File: config.mk
export PLATFORM = sky130hd
export DESIGN_NAME = tsw_line_buffer
export DESIGN_NICKNAME = d
export VERILOG_FILES = /design/src/tsw_pkg.sv /design/src/tsw_line_buffer.sv
export SDC_FILE = /design/constraint.sdc
export NUM_CORES = 2
export LEC_CHECK = 0
export BUFFER_PORTS_ARGS = -buffer_cell sky130_fd_sc_hd__buf_4
export CAP_MARGIN = 25
export CELL_PAD_IN_SITES_DETAIL_PLACEMENT = 0
export CELL_PAD_IN_SITES_GLOBAL_PLACEMENT = 2
export CORE_MARGIN = 1.5
export CORE_UTILIZATION = 49
export CTS_CLUSTER_DIAMETER = 150
export DETAILED_ROUTE_END_ITERATION = 12
export GPL_TIMING_DRIVEN = 1
export PLACE_DENSITY_LB_ADDON = 0.05
export SYNTH_ARGS = -nofsm -noshare
export SYNTH_HDL_FRONTEND = slang
export SYNTH_SLANG_ARGS = --single-unit
File: constraint.sdc
create_clock -name clock -period 3.7 [get_ports clock]
set_clock_uncertainty 0.15 [all_clocks]
set_input_delay 0.37 -clock clock [delete_from_list [all_inputs] [get_ports clock]]
set_output_delay 0.37 -clock clock [all_outputs]
set_load 0.02 [all_outputs]
File: src/tsw_pkg.sv
// Package for the thinning sub-pass window block.
// Holds shared types, register indexes and reset constants; no dependencies.
`default_nettype none

package tsw_pkg;

   localparam int MAX_WIDTH_DEF = 2048;

   localparam int IMG_W_BITS = 12;
   localparam int IMG_H_BITS = 16;
   localparam int CSR_DATA_W = 16;
   localparam int CSR_IDX_W  = 2;

   localparam logic [CSR_IDX_W-1:0] CSR_IMAGE_WIDTH  = 2'd0;
   localparam logic [CSR_IDX_W-1:0] CSR_IMAGE_HEIGHT = 2'd1;
   localparam logic [CSR_IDX_W-1:0] CSR_SUB_PASS     = 2'd2;

   localparam logic [IMG_W_BITS-1:0] IMAGE_WIDTH_RST  = 12'd2048;
   localparam logic [IMG_H_BITS-1:0] IMAGE_HEIGHT_RST = 16'd2048;

   // Position flags of one pixel, worked out when it is taken in
   typedef struct packed {
      logic emit_a;   // emits the pixel one row up, one column left
      logic judge;    // that pixel is interior, so it may be cleared
      logic emit_b;   // last column: also emits the pixel straight above
      logic done;     // current row is the last one of the frame
   } pos_flags_type;

   typedef struct packed {
      logic pixel_out;
      logic row_end;
      logic frame_done;
      logic last_of_run;
   } result_type;

endpackage

`default_nettype wire

File: src/tsw_line_buffer.sv
// Two one-bit row stores (row r-2 and row r-1) with registered read.
// A read at the address written in the same cycle returns the new data.
`default_nettype none

module tsw_line_buffer
   import tsw_pkg::*;
#(
   parameter int MAX_WIDTH = MAX_WIDTH_DEF,
   localparam int COL_W = $clog2(MAX_WIDTH)
) (
   input  wire logic             clock,
   input  wire logic             rd_en,
   input  wire logic [COL_W-1:0] rd_addr,
   input  wire logic             wr_en,
   input  wire logic [COL_W-1:0] wr_addr,
   input  wire logic             wr_older,
   input  wire logic             wr_prev,
   output logic                  up_bit,
   output logic                  mid_bit
);

   logic older_mem [MAX_WIDTH];
   logic prev_mem  [MAX_WIDTH];
   logic up_ff;
   logic mid_ff;
   logic bypass;

   assign bypass = wr_en && (wr_addr == rd_addr);

   always_ff @(posedge clock) begin
      if (wr_en) begin
         older_mem[wr_addr] <= wr_older;
         prev_mem[wr_addr]  <= wr_prev;
      end
      if (rd_en) begin
         up_ff  <= bypass ? wr_older : older_mem[rd_addr];
         mid_ff <= bypass ? wr_prev : prev_mem[rd_addr];
      end
   end

   assign up_bit  = up_ff;
   assign mid_bit = mid_ff;

endmodule

`default_nettype wire

==> out/qor.txt <==
Number of instances in the synthesized netlist = 9,600
Depth of the worst register-to-register path = 13
Root Driver = clkbuf_16
Share of the clock period used by the worst path = 1.00
Max stage delay cell, worst path = mux4_2
Clock network latency to the later pin of the worst-skew pair = 1.00 ns
Peak per-stage delay on the critical path = 0.53 ns
Worst setup slack after layout = -0.0129 ns
Layout Nets = 10,352
Reg2reg end = mid_bit$_DFFE_PP_
PD cells = 519 mW/mm^2
Yosys Warn Count = 0
CTS tree = done
Achievable frequency = 269 MHz
Count of buffers from port buffering = 28
Endpoint class of the critical path = flip-flop
Arrival time at the worst endpoint = 4.29 ns
Ports placed on the boundary = 29
Share of layout cells above drive strength 1 = 0.247
Setup Viol. Count Final = 1
Leakage dissipation = 61.6 nW
Clock transition at the registers of the reported paths = 0.06 ns
Aggregate negative setup slack = -0.0129 ns
Filler instances = 26,209
Hold-critical path endpoint = up_bit$_DFFE_PP_
Synthesized flop and latch total = 4,098
Worst setup path startpoint = rd_addr[0]
RSZ-0062 raised after global routing = false
Final hold violation count = 0
Crit path max fanout = 27
Required arrival time at the worst endpoint = 4.27 ns
Synthesized area = 0.167 sq mm
Total wire length after detailed routing = 561 mm
Deepest level of the CTS H-tree = 5
RD Place Congestion = 0.849
Number of vias per cell = 6.41
DRC violation total after the first TritonRoute iteration = 14,181
Largest buffer count on any clock path = 4
Flop-to-flop setup slack = 0.11 ns
Worst min path class = input pin to flip-flop
Initial DRT Pass Iterations = 6
Remaining number of nets flagged by the antenna check after routing = 0
Chip Height = 587 um
Number of enable-type register cells in the synthesized netlist = 4,098
Final critical delay including setup and external delays = 3.71 ns
Number of nets in the synthesized netlist = 9,627
Total clock buffers created by CTS = 432
Effective utilization at floorplan = 0.492
Worst-path cell chain = buf_16 -> buf_4 -> buf_12 -> buf_12 -> buf_12 -> mux4_2 -> mux4_2 -> nor2_1 -> a211oi_1 -> a221oi_1 -> a31oi_1 -> nor3b_1 -> o32ai_1
Area of the die = 0.344 sq mm
Result of the run = complete, but fails checks
Antenna violations before repair = 41
Final count of pins violating max slew = 0
Start of the worst register-to-register path = prev_mem[1034]$_DFFE_PP_
Maximum resistive drop on vdd = 0.000392 V
Total global-route track usage = 0.322
Number of cell rows = 214
Maxcap violations = 0
Area of the core = 0.340 sq mm
Smallest hold slack = 0.110 ns
Crit-path most repeated cell = buf_12
Setup CP Type = input pin to flip-flop
Maximum number of pins on one net before global-route repair = 221
Slew at the pin closest to its max-slew limit = 1.35 ns
Primary flip-flop cell chosen by synthesis mapping = edfxtp_1
Post-placement worst setup slack = -1.15 ns
Number of global-route vias before repair = 97,381
Total global routing overflow = 0
Number of distinct library cells after synthesis = 73
Floorplan die width = 587 um
Worst hold stages = 2
Synthesis-to-layout area growth = 16.3%
Crit path launch type = input pin
Slew HR = 0.0969
Wire length per cell = 36.8 um
Final routed DRC violation total = 0
Routed via count = 97,673
Mean instance size in the synthesized netlist = 17.4 sq um
Number of sinks handled by clock tree synthesis = 4,098
Failing checks = negative setup slack
Worst min-delay path startpoint = rd_en
Half-perimeter wire length after placement = 349 mm
Sequential-to-total area share from yosys stat = 0.737
Global-route wire length before repair = 773 mm
Ys async rst share = 0
-- how the worst max path moves through the flow --
stage / endpoint / slack (ns) / depth (start not counted)
floorplan: mid_bit$_DFFE_PP_ / 0.45 / 14
global placement: mid_bit$_DFFE_PP_ / -1.37 / 15
detailed placement: up_bit$_DFFE_PP_ / -1.15 / 14
CTS: mid_bit$_DFFE_PP_ / 0.01 / 13
global route: up_bit$_DFFE_PP_ / 0.002 / 13
finish: up_bit$_DFFE_PP_ / -0.01 / 13
-- logic make-up after synthesis --
logic type             after synthesis  synth area share
XOR/XNOR                            11          0.000577
buffers and inverters              809            0.0242
flip-flops                        4098             0.737
AO/OA/AOI/OAI                      734            0.0312
AND/OR/NAND/NOR                   2594            0.0617
multiplexers                      1354             0.146
-- where the power goes --
part	switching, mW	internal, mW	total (mW)	leakage, nW
clock network	18.4	25.1	43.5	6.82
registers	0.0102	51.1	51.1	36.8
logic	3.86	2.25	6.11	18.0
total	22.2	78.5	101	61.6
-- per-layer routing --
layer  vias up  share of wire  track usage
met3       828          0.094       0.0619
met1     52240           0.40        0.461
met5         -        0.00018            0
met2      5275           0.47        0.509
li1      39316              -            -
met4        14          0.031       0.0908
-- metrics by stage --
| stage | total power [mW] | utilization | cells | instance area [sq um] |
|---|---|---|---|---|
| floorplan | 54.7 | - | 9600 | 167000 |
| global placement | 58.1 | 0.530 | 14412 | 180000 |
| detailed placement | 58.1 | 0.530 | 14416 | 180000 |
| CTS | 101 | 0.572 | 15220 | 194000 |
| global route | 103 | 0.572 | 15222 | 194000 |
| finish | 101 | 0.572 | 15236 | 194000 |
-- cells in the final DEF, fill, tap and decap left out, types with 109 or more instances in the layout --
cell type / netlist / final
edfxtp_1: 4098 / 4098
nor2_1: 2105 / 2101
mux4_2: 859 / 859
buf_4: 59 / 857
mux2i_1: 486 / 486
clkbuf_16: 0 / 441
buf_12: 3 / 218
nand2_1: 238 / 204
o221ai_1: 167 / 167
a21oi_1: 135 / 134
clkinv_1: 2 / 109
-- cell usage after synthesis (70+ instances only) --
master,number,area share
edfxtp_1,4098,0.74
nor2_1,2105,0.047
mux4_2,859,0.12
clkbuf_1,507,0.011
mux2i_1,486,0.029
nand2_1,238,0.0053
o221ai_1,167,0.0088
a21oi_1,135,0.0040
o22ai_1,102,0.0038
buf_2,99,0.0030
a22oi_1,85,0.0038
nor3_1,82,0.0025
buf_6,74,0.0050
o21ai_0,70,0.0021
-- flip-flops by register name, summed over array words and instances, names as in the netlist --
register / count
older_mem: 2048
mid_bit: 1
up_bit: 1
prev_mem: 2048
-- worst max-delay path: cells and delay by family --
family,cells,cell delay [ns]
buf+inv,5,1.11
mux,2,1.00
simple gates,2,0.92
compound gates,4,0.82
-- repair_timing --
action	in CTS	in global routing
hold buffers	9	1
pin swaps	2	5
gates cloned	0	0
resized for setup	14	7
hold endpoints to repair	539	1
setup endpoints to repair	2	2
buffers inserted	1	0
-- cell type report --
cell class                      count  area [sq um]  area share
Sequential cell                  4098        123000       0.634
Multi-Input combinational cell   4693         40400       0.208
Clock buffer                      520         11300      0.0584
Timing Repair Buffer             1094         11000      0.0567
Tap cell                         4536          5680      0.0292
Clock inverter                    274          2650      0.0136
Inverter                            6          42.5    0.000219
Antenna cell                       15          37.5    0.000193
No activity file was read; power rests on OpenSTA's default activity.
