File: src/tsw_pkg.sv
// Package for the thinning sub-pass window block.
// Holds shared types, register indexes and reset constants; no dependencies.
`default_nettype none

package tsw_pkg;

   localparam int MAX_WIDTH_DEF = 2048;

   localparam int IMG_W_BITS = 12;
   localparam int IMG_H_BITS = 16;
   localparam int CSR_DATA_W = 16;
   localparam int CSR_IDX_W  = 2;

   localparam logic [CSR_IDX_W-1:0] CSR_IMAGE_WIDTH  = 2'd0;
   localparam logic [CSR_IDX_W-1:0] CSR_IMAGE_HEIGHT = 2'd1;
   localparam logic [CSR_IDX_W-1:0] CSR_SUB_PASS     = 2'd2;

   localparam logic [IMG_W_BITS-1:0] IMAGE_WIDTH_RST  = 12'd2048;
   localparam logic [IMG_H_BITS-1:0] IMAGE_HEIGHT_RST = 16'd2048;

   // Position flags of one pixel, worked out when it is taken in
   typedef struct packed {
      logic emit_a;   // emits the pixel one row up, one column left
      logic judge;    // that pixel is interior, so it may be cleared
      logic emit_b;   // last column: also emits the pixel straight above
      logic done;     // current row is the last one of the frame
   } pos_flags_type;

   typedef struct packed {
      logic pixel_out;
      logic row_end;
      logic frame_done;
      logic last_of_run;
   } result_type;

endpackage

`default_nettype wire

File: src/tsw_decide.sv
// 3x3 window register and the skeleton-thinning clear decision for its center.
// Uses tsw_pkg for the position flags and result types.
`default_nettype none

module tsw_decide
   import tsw_pkg::*;
(
   input  wire logic          clock,
   input  wire logic          reset,
   input  wire logic          advance,
   input  wire logic          up_bit,
   input  wire logic          mid_bit,
   input  wire logic          pix_bit,
   input  wire pos_flags_type flags,
   input  wire logic          sub_pass,
   output result_type         res_a,
   output logic               res_a_valid,
   output result_type         res_b,
   output logic               res_b_valid
);

   logic [8:0] window_ff;
   logic [8:0] window_in;
   logic p2, p3, p4, p5, p6, p7, p8, p9;
   logic [2:0] cross_cnt;
   logic [2:0] n1;
   logic [2:0] n2;
   logic [2:0] n_min;
   logic corner;
   logic clear_ctr;

   // Oldest column in the low bits, top row first within a column
   assign window_in = {pix_bit, mid_bit, up_bit, window_ff[8:3]};

   always_ff @(posedge clock) begin
      if (reset) begin
         window_ff <= '0;
      end else if (advance) begin
         window_ff <= window_in;
      end
   end

   always_comb begin
      p2 = window_in[3];
      p3 = window_in[6];
      p4 = window_in[7];
      p5 = window_in[8];
      p6 = window_in[5];
      p7 = window_in[2];
      p8 = window_in[1];
      p9 = window_in[0];

      cross_cnt = 3'(!p2 && (p3 || p4)) + 3'(!p4 && (p5 || p6))
                + 3'(!p6 && (p7 || p8)) + 3'(!p8 && (p9 || p2));
      n1 = 3'(p9 || p2) + 3'(p3 || p4) + 3'(p5 || p6) + 3'(p7 || p8);
      n2 = 3'(p2 || p3) + 3'(p4 || p5) + 3'(p6 || p7) + 3'(p8 || p9);
      n_min = (n1 < n2) ? n1 : n2;
      corner = sub_pass ? ((p2 || p3 || !p5) && p4) : ((p6 || p7 || !p9) && p8);
      clear_ctr = (cross_cnt == 3'd1) && (n_min >= 3'd2) && (n_min <= 3'd3) && !corner;

      res_a.pixel_out   = window_in[4] && !(flags.judge && clear_ctr);
      res_a.row_end     = 1'b0;
      res_a.frame_done  = 1'b0;
      res_a.last_of_run = !flags.emit_b;
      res_a_valid       = flags.emit_a;

      res_b.pixel_out   = mid_bit;
      res_b.row_end     = 1'b1;
      res_b.frame_done  = flags.done;
      res_b.last_of_run = 1'b1;
      res_b_valid       = flags.emit_b;
   end

endmodule

`default_nettype wire

File: config.mk
export PLATFORM = sky130hd
export DESIGN_NAME = tsw_decide
export DESIGN_NICKNAME = d
export VERILOG_FILES = /design/src/tsw_pkg.sv /design/src/tsw_decide.sv
export SDC_FILE = /design/constraint.sdc
export NUM_CORES = 1
export LEC_CHECK = 0
export BUFFER_PORTS_ARGS = -buffer_cell sky130_fd_sc_hd__clkbuf_2
export CAP_MARGIN = 20
export CELL_PAD_IN_SITES_DETAIL_PLACEMENT = 1
export CELL_PAD_IN_SITES_GLOBAL_PLACEMENT = 2
export CORE_ASPECT_RATIO = 1.5
export CORE_UTILIZATION = 27
export DETAILED_ROUTE_END_ITERATION = 7
export PLACE_DENSITY_LB_ADDON = 0.1
export SYNTH_ARGS = -nofsm -noshare
export SYNTH_HDL_FRONTEND = slang
export SYNTH_SLANG_ARGS = --single-unit
File: constraint.sdc
create_clock -name clock -period 3.7 [get_ports clock]
set_input_delay 0 -clock clock [delete_from_list [all_inputs] [get_ports clock]]
set_output_delay 0 -clock clock [all_outputs]
set_load 0.005 [all_outputs]
==> run_results.csv <==
group,metric,value,unit
run_status,status,"finished, final reports clean",
clock_network,cts-root-buf,"clkbuf_4",
min_path,hold_path_depth,0,
sta,min_period,3.08,ns
logic_synthesis,yosysSeqAreaShare,19.2,%
logic_synthesis,yosys_warnings,0,
final_layout,drive_gt1_share,29.6,%
die,initial_core_util,28.3,%
critical_path,slowest_stage,"fa_1",
final_layout,fin_nets,105,
global_routing,track_usage,12.2,%
critical_path,setup.worst_path.end_class,"primary output",
place,gp_congestion,0.713,
place,port_buffers,12,
critical_path,path_cells,"or2_2, fa_1, ha_1, ha_1, ha_1, nor2_1, o22ai_1, a2111o_1, o31a_1, clkbuf_2",
critical_path,worstPathArrival,3.08,ns
global_routing,grt-ovfl-total,0,
final_layout,fin_cells,104,
clock_network,holdBufCountCts,0,
final_layout,top_register,"window_ff",
sta,clock.fmax,324,MHz
die,die_h,60.9,um
flow_run,maxCapViolations,0,
critical_path,cp_data_required_time,3.70,ns
power_and_ir_drop,power.density,298,nW/um^2
critical_path,path_max_fanout,5,
critical_path,worstReg2RegEnd,"window_ff[3]$_SDFFE_PP0P_",
sta,rsz0062_at_grt,"false",
clock_network,numCtsBuffers,3,
power_and_ir_drop,power.leakage,0.365,nW
final_layout,largest_reg_flops,6,
critical_path,critPathMaxStageDelay,0.46,ns
clock_network,post_cts_buffers,0,
sta,finalHoldViolations,0,
place,dp_hpwl,1.10,mm
clock_network,ctsLongestPathBuffers,2,
sta,setup_viol,0,
min_path,hp-class,"input pin to primary output",
global_routing,grt_pass1_wl,2.05,mm
logic_synthesis,netlist_area,624,sq um
clock_network,path_clk_slew,0.04,ns
global_routing,grt_pass1_vias,483,
final_layout,areaGrowthSynthToFinish,8.82,%
final_layout,insertedDiodeCount,0,
critical_path,reg2reg_from,"window_ff[6]$_SDFFE_PP0P_",
sta,finClkSkew,0.00401,ns
clock_network,clock-sinks,6,
clock_network,cts_resized,0,
logic_synthesis,ys_ff_latch,6,
drt,wire_per_inst,11.8,um
critical_path,cp_common_cell,"ha_1",
place,numPlacedInstances,101,
final_layout,fin_util,30.8,%
drt,dr.first_iter.drc_count,1,
clock_network,cts_tree,"built",
final_layout,largestRegisters,"window_ff: 6 flops",
critical_path,rrSetupSlack,3.05,ns
critical_path,r2r_cells,2,
logic_synthesis,synth_cell_types,24,
die,rows,21,
power_and_ir_drop,p_total,0.202,mW
clock_network,worstSkewPairLatency,0.24,ns
sta,whs,0.00000225,ns
power_and_ir_drop,vdd_drop_max,144,uV
drt,totalWireLength,1.22,mm
critical_path,critPathKind,"flop to primary output",
drt,drt_first_pass_iters,2,
die,dieArea,2510,sq um
logic_synthesis,syn_avg_cell_area,8.55,sq um
die,die_w,41.3,um
sta,post-route-period-util,83.4,%
die,coreArea,2210,sq um
sta,slew_viol_final,0,
global_routing,grt_max_degree,7,
min_path,hp-start,"flags[0]",
clock_network,htree_levels,1,
logic_synthesis,syn_inst,73,
drt,vias,479,
sta,setup_tns,0,ns
global_routing,antenna_found_initial,0,
min_path,holdPathEnd,"res_b[1]",
drt,drc,0,
drt,vias_per_cell,4.61,
drt,antenna_left,0,
critical_path,start_kind,"flop",
die,io-pin-count,21,
-- report_power, final --
part	internal [mW]	switching, mW	total (mW)
registers	0.0681	0.00346	0.0715
logic	0.0345	0.0382	0.0727
clock network	0.0365	0.0214	0.0579
total	0.139	0.0630	0.202
-- worst max-delay path by stage --
stage,from,to,slack [ns]
detailed placement,window_ff[8]$_SDFFE_PP0P_,res_a[3],0.86
finish,window_ff[6]$_SDFFE_PP0P_,res_a[3],0.62
floorplan,window_ff[8]$_SDFFE_PP0P_,res_a[3],1.07
global placement,window_ff[8]$_SDFFE_PP0P_,res_a[3],0.88
CTS,window_ff[8]$_SDFFE_PP0P_,res_a[3],0.59
global route,window_ff[8]$_SDFFE_PP0P_,res_a[3],0.46
-- placed cells by master (no fill, tap or decap), drive strengths merged, types with 3 or more instances in the layout --
cell type,n
ha,8
clkbuf,15
mux2i,6
conb,4
inv,7
a21oi,3
fa,3
nor2,10
dfxtp,6
nor2b,3
or2,6
-- layout make-up --
class,instances,area (sq um)
clock buffers,3,22.5
fillers,283,1530
inverters,7,26.3
multi-input cells,53,422
flip-flops and latches,6,120
well taps,23,28.8
repair buffers,12,60.1
-- per-layer routing --
layer | global-route usage [%] | wire, um
met2 | 23.9 | 714
met1 | 11.4 | 468
met4 | 4.15 | 17
met3 | 2.56 | 24
met5 | 0 | 0
-- synth_stat cells, drive strengths merged --
library cell   n  area share (%)
a21oi          3             3.0
or2            6             6.0
a31oi          1             1.0
nor2b          3             3.0
mux2i          6             9.6
nand2          1            0.60
nor2          10             6.4
buf            8             9.6
o22ai          1             1.0
inv            7             4.2
and2b          1             1.4
o221ai         1             1.4
fa             3             9.6
nand3          1            0.80
dfxtp          6              19
and3           1             1.0
nand2b         1             1.0
o31a           1             1.4
ha             8              16
a2111o         1             1.8
clkbuf         1            0.60
conb           2             1.2
-- worst max-delay path: cells and delay by family, from the launching register on --
kind	cells	cell delay, ns
fa+ha+maj	4	1.19
flops	1	0.35
simple gates	2	0.44
buf+inv	1	0.11
compound gates	3	0.76
-- metrics by stage --
stage	setup slack [ns]	area, sq um
finish	0.615	679
global route	0.461	679
global placement	0.876	657
CTS	0.588	679
floorplan	1.07	632
detailed placement	0.857	657
-- logic make-up after synthesis --
| kind of cell | after synthesis | share of synthesized area, % |
|---|---|---|
| AND/OR/NAND/NOR | 24 | 20.2 |
| buffers and inverters | 16 | 14.4 |
| adder cells (fa/ha/maj) | 11 | 25.7 |
| AO/OA/AOI/OAI | 8 | 9.62 |
| multiplexers | 6 | 9.62 |
| flip-flops | 6 | 19.2 |
| other | 2 | 1.20 |
Note: power is estimated with default switching activity, not from simulation.
