[src/tsw_pkg.sv]
// Package for the thinning sub-pass window block.
// Holds shared types, register indexes and reset constants; no dependencies.
`default_nettype none

package tsw_pkg;

   localparam int MAX_WIDTH_DEF = 2048;

   localparam int IMG_W_BITS = 12;
   localparam int IMG_H_BITS = 16;
   localparam int CSR_DATA_W = 16;
   localparam int CSR_IDX_W  = 2;

   localparam logic [CSR_IDX_W-1:0] CSR_IMAGE_WIDTH  = 2'd0;
   localparam logic [CSR_IDX_W-1:0] CSR_IMAGE_HEIGHT = 2'd1;
   localparam logic [CSR_IDX_W-1:0] CSR_SUB_PASS     = 2'd2;

   localparam logic [IMG_W_BITS-1:0] IMAGE_WIDTH_RST  = 12'd2048;
   localparam logic [IMG_H_BITS-1:0] IMAGE_HEIGHT_RST = 16'd2048;

   // Position flags of one pixel, worked out when it is taken in
   typedef struct packed {
      logic emit_a;   // emits the pixel one row up, one column left
      logic judge;    // that pixel is interior, so it may be cleared
      logic emit_b;   // last column: also emits the pixel straight above
      logic done;     // current row is the last one of the frame
   } pos_flags_type;

   typedef struct packed {
      logic pixel_out;
      logic row_end;
      logic frame_done;
      logic last_of_run;
   } result_type;

endpackage

`default_nettype wire

[src/tsw_out_queue.sv]
// Two-entry result register: holds the results of one item until taken.
// Uses tsw_pkg for the result type.
`default_nettype none

module tsw_out_queue
   import tsw_pkg::*;
(
   input  wire logic       clock,
   input  wire logic       reset,
   input  wire logic       load,
   input  wire result_type res_a,
   input  wire logic       res_a_valid,
   input  wire result_type res_b,
   input  wire logic       res_b_valid,
   output logic            can_load,
   output logic            out_valid,
   output result_type      out_data,
   input  wire logic       out_ready
);

   result_type head_ff, head_in;
   result_type tail_ff, tail_in;
   logic head_v_ff, head_v_in;
   logic tail_v_ff, tail_v_in;
   logic pop;

   assign pop      = head_v_ff && out_ready;
   assign can_load = !head_v_ff || (pop && !tail_v_ff);

   always_comb begin
      head_in   = head_ff;
      tail_in   = tail_ff;
      head_v_in = head_v_ff;
      tail_v_in = tail_v_ff;
      if (load) begin
         if (res_a_valid) begin
            head_in   = res_a;
            head_v_in = 1'b1;
            tail_in   = res_b;
            tail_v_in = res_b_valid;
         end else begin
            head_in   = res_b;
            head_v_in = res_b_valid;
            tail_v_in = 1'b0;
         end
      end else if (pop) begin
         // advance the second result to the front
         head_in   = tail_ff;
         head_v_in = tail_v_ff;
         tail_v_in = 1'b0;
      end
   end

   always_ff @(posedge clock) begin
      if (reset) begin
         head_v_ff <= 1'b0;
         tail_v_ff <= 1'b0;
      end else begin
         head_v_ff <= head_v_in;
         tail_v_ff <= tail_v_in;
      end
      head_ff <= head_in;
      tail_ff <= tail_in;
   end

   assign out_valid = head_v_ff;
   assign out_data  = head_ff;

endmodule

`default_nettype wire

[config.mk]
export PLATFORM = sky130hd
export DESIGN_NAME = tsw_out_queue
export DESIGN_NICKNAME = d
export VERILOG_FILES = /design/src/tsw_pkg.sv /design/src/tsw_out_queue.sv
export SDC_FILE = /design/constraint.sdc
export NUM_CORES = 1
export LEC_CHECK = 0
export BUFFER_PORTS_ARGS = -buffer_cell sky130_fd_sc_hd__buf_2
export CAP_MARGIN = 40
export CORE_AREA = 3 3 40 42
export CTS_CLUSTER_DIAMETER = 150
export DETAILED_ROUTE_END_ITERATION = 7
export DIE_AREA = 0 0 43 45
export RECOVER_POWER = 100
export REMOVE_ABC_BUFFERS = 1
export SLEW_MARGIN = 20
export SYNTH_ARGS = -nofsm -noshare
export SYNTH_HDL_FRONTEND = slang
export SYNTH_SLANG_ARGS = --single-unit
[constraint.sdc]
create_clock -name clock -period 1.5 [get_ports clock]
set_input_delay 0.075 -clock clock [delete_from_list [all_inputs] [get_ports clock]]
set_output_delay 0.075 -clock clock [all_outputs]
set_load 0.02 [all_outputs]
==> results.rst <==
.. list-table::
   :header-rows: 1

   * - Metric
     - Value
   * - Full die area
     - 1940 um^2
   * - Cell chain of the critical path
     - o21ai_0 > clkbuf_1
   * - Combinational family with the most area after synthesis
     - compound AO/OA/AOI/OAI gates
   * - Min Hold Slack
     - 0.0959 ns
   * - Worst rel slew slack
     - 0.728
   * - Adder and majority gate portion of the synthesized area
     - 0
   * - Number of buffers added by the clock tree synthesis step
     - 3
   * - Sum of internal, switching and leakage power
     - 598 uW
   * - Total grt overflow
     - 0
   * - Share of cells above drive strength 1
     - 0.250
   * - Total number of yosys warnings
     - 0
   * - Post-DP Area
     - 523 um^2
   * - Final HPWL from detailed placement
     - 603 um
   * - Finish-stage setup viols
     - 0
   * - Max Buffers Root-to-Sink
     - 2
   * - Xor/xnor cell area share of the yosys netlist
     - 0
   * - Area of the mapped netlist
     - 434 um^2
   * - Req. time, crit path
     - 1.42 ns
   * - Leakage power
     - 0.241 nW
   * - H-tree depth reported by CTS
     - 1
   * - Fillers
     - 124
   * - Port bufs
     - 19
   * - Starting density of the core
     - 0.338
   * - Minimum setup slack among reg-to-reg paths
     - 0.64 ns
   * - Switching share of total power
     - 0.237
   * - Sequential area share after synthesis
     - 0.646
   * - Area Growth Syn to Fin
     - 35.2%
   * - Compound-cell area share of the yosys netlist
     - 0.0951
   * - Critical register-to-register path endpoint
     - out_data[3]$_DFFE_PP_
   * - Clk_lat worst skew
     - 0.26 ns
   * - Minimum clock period after layout
     - 1.13 ns
   * - Type of origin of the critical path
     - flip-flop
   * - Largest net degree at the start of global routing
     - 11
   * - Hold Startpoint
     - res_b_valid
   * - MaxCap Viol Count
     - 0
   * - Total setup buffers inserted after CTS
     - 0
   * - Initial DRC Count
     - 4
   * - Setup TNS
     - 0 ns
   * - Width of the die
     - 43 um
   * - Count of hold buffers inserted by post-cts repair
     - 4
   * - Highest clock rate
     - 885 MHz
   * - Switching power of the nets
     - 142 uW
   * - Arrival @ worst endpoint
     - 1.06 ns
   * - CTS sink count
     - 10
   * - Fraction of the mapped netlist area in simple logic gates
     - 0.0922
   * - Routed wire length
     - 808 um
   * - Path category of the worst min-delay check
     - primary input to flip-flop
   * - Total core area
     - 1280 um^2
   * - Endpoint kind of the worst setup timing path
     - output pin
   * - Via count
     - 337
   * - Commonest cells after routing, fill and taps aside
     - sky130_fd_sc_hd__buf_2 (11), sky130_fd_sc_hd__clkbuf_1 (8), sky130_fd_sc_hd__edfxtp_1 (8)
   * - Number of nets in the layout
     - 75
   * - Final weighted congestion of routability-driven global placement
     - 0.708
   * - Largest stage delay on the critical path
     - 0.31 ns
   * - Number of top-level pins
     - 20
   * - Outcome
     - complete, no violations
   * - Row count
     - 13
   * - Multi-input gate area in the final layout
     - 119 um^2
   * - Tot GR Track Use
     - 0.0947
   * - Synth cell types
     - 15
   * - Unrepaired setup endpoints after global routing
     - no
   * - Syn Area/Cell
     - 12.8 um^2
   * - Number of inserted diodes
     - 0
   * - Clock tree from TritonCTS
     - yes
   * - CTS clock-pin slew for the worst setup and hold paths
     - 0.06 ns
   * - Share of synthesized area spent on multiplexers
     - 0.0922
   * - Number of cells on the worst hold path
     - 3
   * - Fraction of power consumed by the clock network
     - 0.304
   * - Register share of total power
     - 0.549
   * - Hold Crit Endpoint
     - tail_v_ff$_SDFFE_PP0P_
   * - R2R depth
     - 2
   * - Number of nets still failing antenna checks after routing
     - 0
   * - Resized cells post-CTS
     - 0
   * - Drc violations
     - 0
   * - Total of flip-flops plus latches after synthesis
     - 10
   * - Worst R2R Start
     - out_valid$_SDFFE_PP0P_
   * - Total iterations of the first detailed-routing run
     - 3
   * - Post-route cell area
     - 587 um^2
   * - Average routed wire per standard cell
     - 10.8 um
   * - Total power per unit cell area
     - 1020 nW/um^2
   * - Largest driver fanout on the critical path
     - 2
   * - Internal Power
     - 456 uW
   * - Register area
     - 280 um^2
   * - Root buffer cell
     - sky130_fd_sc_hd__clkbuf_4
   * - WS Path Type
     - flip-flop to output pin
   * - Count of pins over their slew limit
     - 0
   * - Gate count after technology mapping
     - 34
   * - Overall die height
     - 45 um
   * - Library cell with the largest summed area after synthesis
     - sky130_fd_sc_hd__edfxtp_1
   * - Post-route fraction of the period consumed by the critical path
     - 0.754
   * - Worst VDD drop
     - 0.000423 V
   * - Fraction of post-synthesis cell area in the top cell type by area
     - 0.553
   * - Most frequent standard cell in the layout excluding fill and tap cells
     - sky130_fd_sc_hd__buf_2
   * - Worst Max-Slew Pin Slew
     - 0.409 ns
   * - Number of antenna violations at the first check in global routing
     - 0
   * - Final-report hold violation count
     - 0
   * - Logic pwr share
     - 0.146
   * - Top cells by area in the synthesized netlist
     - sky130_fd_sc_hd__edfxtp_1 (55%), sky130_fd_sc_hd__dfxtp_1 (9.2%), sky130_fd_sc_hd__mux2i_1 (9.2%)
   * - Clock Skew
     - 0.00537 ns
   * - Slowest cell on the critical path
     - sky130_fd_sc_hd__dfxtp_1
   * - First-pass GRT wire length
     - 1330 um
   * - Vias per cell
     - 4.49
   * - Number of global-route vias before repair
     - 325
[registers in the layout, indices dropped and copies added (netlist names)]
name	count
out_data	4
out_valid	1
tail_ff	4
tail_v_ff	1
[through the flow]
step / setup slack [ns] / utilization / cells
after global routing: 0.280 / 0.457 / 75
after detailed placement: 0.645 / 0.407 / 66
after floorplan: 0.367 / - / 32
final: 0.369 / 0.457 / 75
after CTS: 0.424 / 0.459 / 74
after global placement: 0.671 / 0.407 / 66
[power groups by stage]
| stage | registers [mW] | clock network, mW | logic [mW] |
|---|---|---|---|
| 2_1_floorplan | 0.349 | 0 | 0.0278 |
| 6_report | 0.328 | 0.182 | 0.0875 |
| 4_1_cts | 0.328 | 0.189 | 0.0914 |
| 3_3_place_gp | 0.333 | 0 | 0.0834 |
| 5_1_grt | 0.330 | 0.206 | 0.0967 |
| 3_5_place_dp | 0.334 | 0 | 0.0831 |
[worst max-delay path by stage]
stage	from	end	slack (ns)	cells after the start
after floorplan	tail_v_ff$_SDFFE_PP0P_	out_valid$_SDFFE_PP0P_	0.37	2
after global placement	out_valid$_SDFFE_PP0P_	out_data[3]$_DFFE_PP_	0.67	2
after detailed placement	out_valid$_SDFFE_PP0P_	out_data[1]$_DFFE_PP_	0.64	2
after CTS	tail_v_ff$_SDFFE_PP0P_	can_load	0.42	2
after global routing	tail_v_ff$_SDFFE_PP0P_	can_load	0.28	2
final	tail_v_ff$_SDFFE_PP0P_	can_load	0.37	2
[synthesized netlist by cell type, drive strengths merged]
| master | number |
|---|---|
| edfxtp | 8 |
| dfxtp | 2 |
| nor3 | 1 |
| a21oi | 4 |
| o21ai | 1 |
| buf | 1 |
| nand2 | 2 |
| inv | 2 |
| mux2i | 4 |
| clkbuf | 1 |
| a211oi | 1 |
| nor2 | 5 |
| a32oi | 1 |
| and2 | 1 |
[area by class of cell]
type,count,area share
Multi-Input combinational cell,20,0.203
Clock buffer,3,0.0384
Timing Repair Buffer,24,0.230
Inverter,2,0.0128
Sequential cell,10,0.478
Clock inverter,1,0.00640
Tap cell,15,0.0320
[worst max-delay path: cells and delay by family, from the launching register on]
| kind | cells | cell delay, ns |
|---|---|---|
| buf+inv | 1 | 0.26 |
| flops | 1 | 0.31 |
| compound gates | 1 | 0.23 |
[cell families after synthesis]
logic type	Yosys count
flip-flops	10
AND/OR/NAND/NOR	9
AO/OA/AOI/OAI	7
multiplexers	4
buffers and inverters	4
[layer usage]
layer | vias to the layer above | share of wire | track usage
met2 | 10 | 0.55 | 0.174
met4 | 0 | 0 | 0.0361
met1 | 154 | 0.39 | 0.0907
met3 | 0 | 0.063 | 0.0478
li1 | 173 | - | -
met5 | - | 0 | 0
(Power assumes the default switching activity.)
